**config.mk**
```make
export PLATFORM = sky130hd
export DESIGN_NAME = scpcsr_ram
export DESIGN_NICKNAME = d
export VERILOG_FILES = /design/src/sv/scpcsr_ram.sv
export SDC_FILE = /design/constraint.sdc
export NUM_CORES = 1
export LEC_CHECK = 0
export BUFFER_PORTS_ARGS = -buffer_cell sky130_fd_sc_hd__buf_2
export CAP_MARGIN = 20
export CORE_MARGIN = 1.5
export CORE_UTILIZATION = 29
export DETAILED_ROUTE_END_ITERATION = 8
export PLACE_DENSITY = 0.46
export REMOVE_ABC_BUFFERS = 1
export SYNTH_ARGS = -nofsm -noshare
export SYNTH_HDL_FRONTEND = slang
export SYNTH_SLANG_ARGS = --single-unit
export TNS_END_PERCENT = 10
```
**constraint.sdc**
```tcl
create_clock -name clk -period 2.6 [get_ports clk]
set_input_delay 0.52 -clock clk [delete_from_list [all_inputs] [get_ports clk]]
set_output_delay 0.52 -clock clk [all_outputs]
set_load 0.005 [all_outputs]
```
**src/sv/scpcsr_ram.sv**
```systemverilog
// Generic single-write, single-read synchronous RAM, registered read.
// No dependencies.
module scpcsr_ram #(
  parameter int W = 8,
  parameter int D = 16
) (
  input  logic                 clk,
  input  logic                 we,
  input  logic [$clog2(D)-1:0] waddr,
  input  logic [W-1:0]         wdata,
  input  logic                 re,
  input  logic [$clog2(D)-1:0] raddr,
  output logic [W-1:0]         rdata
);
  logic [W-1:0] mem [D];

  always_ff @(posedge clk) begin
    if (we) begin
      mem[waddr] <= wdata;
    end
    if (re) begin
      rdata <= mem[raddr];
    end
  end
endmodule

```
==> results_dict.tcl <==
set metrics [dict create \
    viasPerCell 4.76 \
    initialDrtViolationCount 235 \
    wl_um 11400 \
    cts_tree "done" \
    rows 48 \
    critPathKind "in2reg" \
    fp.dieW_um 137 \
    setup_violations 0 \
    placed_area_mm2 0.00574 \
    hold_viol 0 \
    fin_cells 523 \
    ys_types 18 \
    cts_buffer_depth 2 \
    syn-instance-count 229 \
    rr_startpoint "mem[1][0]" \
    min_path_cells 1 \
    synth-seq-area-share_pct 78.1 \
    cts_resized 0 \
    r2r_cells 3 \
    holdBufCountCts 0 \
    cp.required_ns 2.75 \
    clock-root-buffer "clkbuf_16" \
    syn_avg_cell_area_um2 22.8 \
    numCtsBuffers 17 \
    post-route-period-util_pct 68.9 \
    r2r-end "rdata[0]" \
    gp_congestion 0.692 \
    status "complete, no violations" \
    final_core_util_pct 35.8 \
    rsz0062_at_grt "no" \
    clkLatencyLatePin_ns 0.42 \
    max_slew_margin_pct 68.4 \
    grt_usage_pct 13.5 \
    antenna_cells 0 \
    setup-tns-final_ns 0 \
    hold_path_end "rdata[1]" \
    cp-start-kind "input port" \
    place.detailed.hpwl_um 7110 \
    grt_max_degree 33 \
    place_inst 491 \
    io_pins 27 \
    antenna_left 0 \
    numClockSinks 136 \
    syn2layout_area_growth_pct 19.7 \
    die_h_um 137 \
    post-cts-setup-buffer-count 0 \
    post_drt_wl_per_cell_um 21.8 \
    power.total_uw 4840 \
    htreeDepth 4 \
    p_per_area_mw_per_mm2 773 \
    grt_pass1_vias 2585 \
    ys_warn_count 0 \
    critPathSlowestCell "mux4_1" \
    layout-drive-gt1-share_pct 29.9 \
    slowest_delay_ns 0.64 \
    grt-ovfl-total 0 \
    path_clk_slew_ns 0.05 \
    drtPass1Iterations 4 \
    antenna_found_initial 0 \
    skew_ns 0.00592 \
    min_period_ns 1.79 \
    synth-seq-cells 136 \
    final_nets 304 \
    end_kind "flop" \
    arrival_ns 1.94 \
    tightestPinTransition_ns 0.473 \
    port_buffers 26 \
    crit_fanout 32 \
    stdcell_area_mm2 0.00626 \
    grt_pass1_wl_um 17100 \
    vias 2491 \
    dieArea_mm2 0.0188 \
    p_leak_uw 0.00209 \
    max_cap_viol_count 0 \
    irDropWorstVdd_uv 406 \
    crit_chain "buf_2 -> buf_12 -> mux4_1 -> a22oi_1 -> nand2_1" \
    hold_start "re" \
    synth_area_mm2 0.00523 \
    r2r_slack_ns 1.03 \
    coreArea_mm2 0.0175 \
    hold_path.class "in2reg" \
    start_util_pct 29.9 \
    drc_errors 0 \
    drv_slew 0 \
    fmax_ghz 0.558 \
]
-- through the flow --
step,setup WS [ns],hold slack [ns]
floorplan,0.587,0.619
global placement,0.381,0.730
detailed placement,0.369,0.747
CTS,0.814,0.473
global route,0.709,0.478
finish,0.809,0.485
-- critical path, delay by kind of cell --
| family | cells | cell delay, ns |
|---|---|---|
| buffers and inverters | 2 | 0.34 |
| AND/OR/NAND/NOR | 1 | 0.12 |
| AO/OA/AOI/OAI | 1 | 0.28 |
| multiplexers | 1 | 0.64 |
-- synth_stat cells (all sizes together) --
library cell | count | area [um^2]
a22oi | 16 | 120
and2 | 1 | 6.26
and2b | 1 | 7.51
buf | 7 | 56.3
clkdlybuf4s25 | 3 | 30.0
edfxtp | 136 | 4080
mux4 | 32 | 773
nand2 | 9 | 33.8
nand2b | 2 | 12.5
nand3 | 1 | 5.00
nand3b | 2 | 15.0
nor2 | 13 | 48.8
nor2b | 1 | 6.26
nor3 | 4 | 20.0
or3b | 1 | 8.76
-- routing by layer --
| metal | global-route usage [%] | up-vias | wire length [um] |
|---|---|---|---|
| li1 | - | 1093 | - |
| met1 | 17.9 | 1324 | 5130 |
| met2 | 21.3 | 62 | 5630 |
| met3 | 4.05 | 12 | 523 |
| met4 | 4.74 | 0 | 136 |
| met5 | 0 | - | 0 |
-- final cells by class --
type	count	area [um^2]
fillers	1590	11200
flip-flops and latches	136	4080
repair buffers	47	313
clock inverters	12	85.1
multi-input cells	83	1060
well taps	225	282
clock buffers	20	437
-- power by group --
part           internal (uW)  total [uW]  switching [uW]  leakage, uW
clock network           1290        2120             836     0.000257
logic                   97.7         231             133     0.000594
registers               2470        2480            13.0      0.00124
total                   3860        4840             982      0.00209
-- registers in the layout, summed over array words and instances, names as in the netlist --
name / flops
rdata: 8
mem: 128
-- logic make-up after synthesis --
logic type / share of synthesized area (%)
buf+inv: 1.65
mux: 14.8
simple gates: 3.14
compound gates: 2.30
flops: 78.1
-- placed cells by master (no fill, tap or decap) --
cell type	count
a22oi_1	16
and2_1	1
and2b_1	1
buf_12	2
buf_2	26
buf_4	19
bufinv_16	1
clkbuf_1	3
clkbuf_16	17
clkinv_1	6
clkinv_2	3
clkinv_4	2
edfxtp_1	136
mux4_1	14
mux4_2	18
nand2_1	9
nand2b_1	2
nand3_1	1
nand3b_1	2
nor2_1	13
nor2b_1	1
nor3_1	4
or3b_2	1
-- worst max path at each step --
stage / startpoint / slack, ns / cells past startpoint / to
floorplan: waddr[2] / 0.59 / 2 / mem[0][0]
global placement: raddr[0] / 0.38 / 5 / rdata[0]
detailed placement: raddr[0] / 0.37 / 5 / rdata[0]
CTS: raddr[0] / 0.81 / 5 / rdata[0]
global route: raddr[0] / 0.71 / 5 / rdata[0]
finish: raddr[0] / 0.81 / 5 / rdata[0]
(Power assumes the default switching activity.)
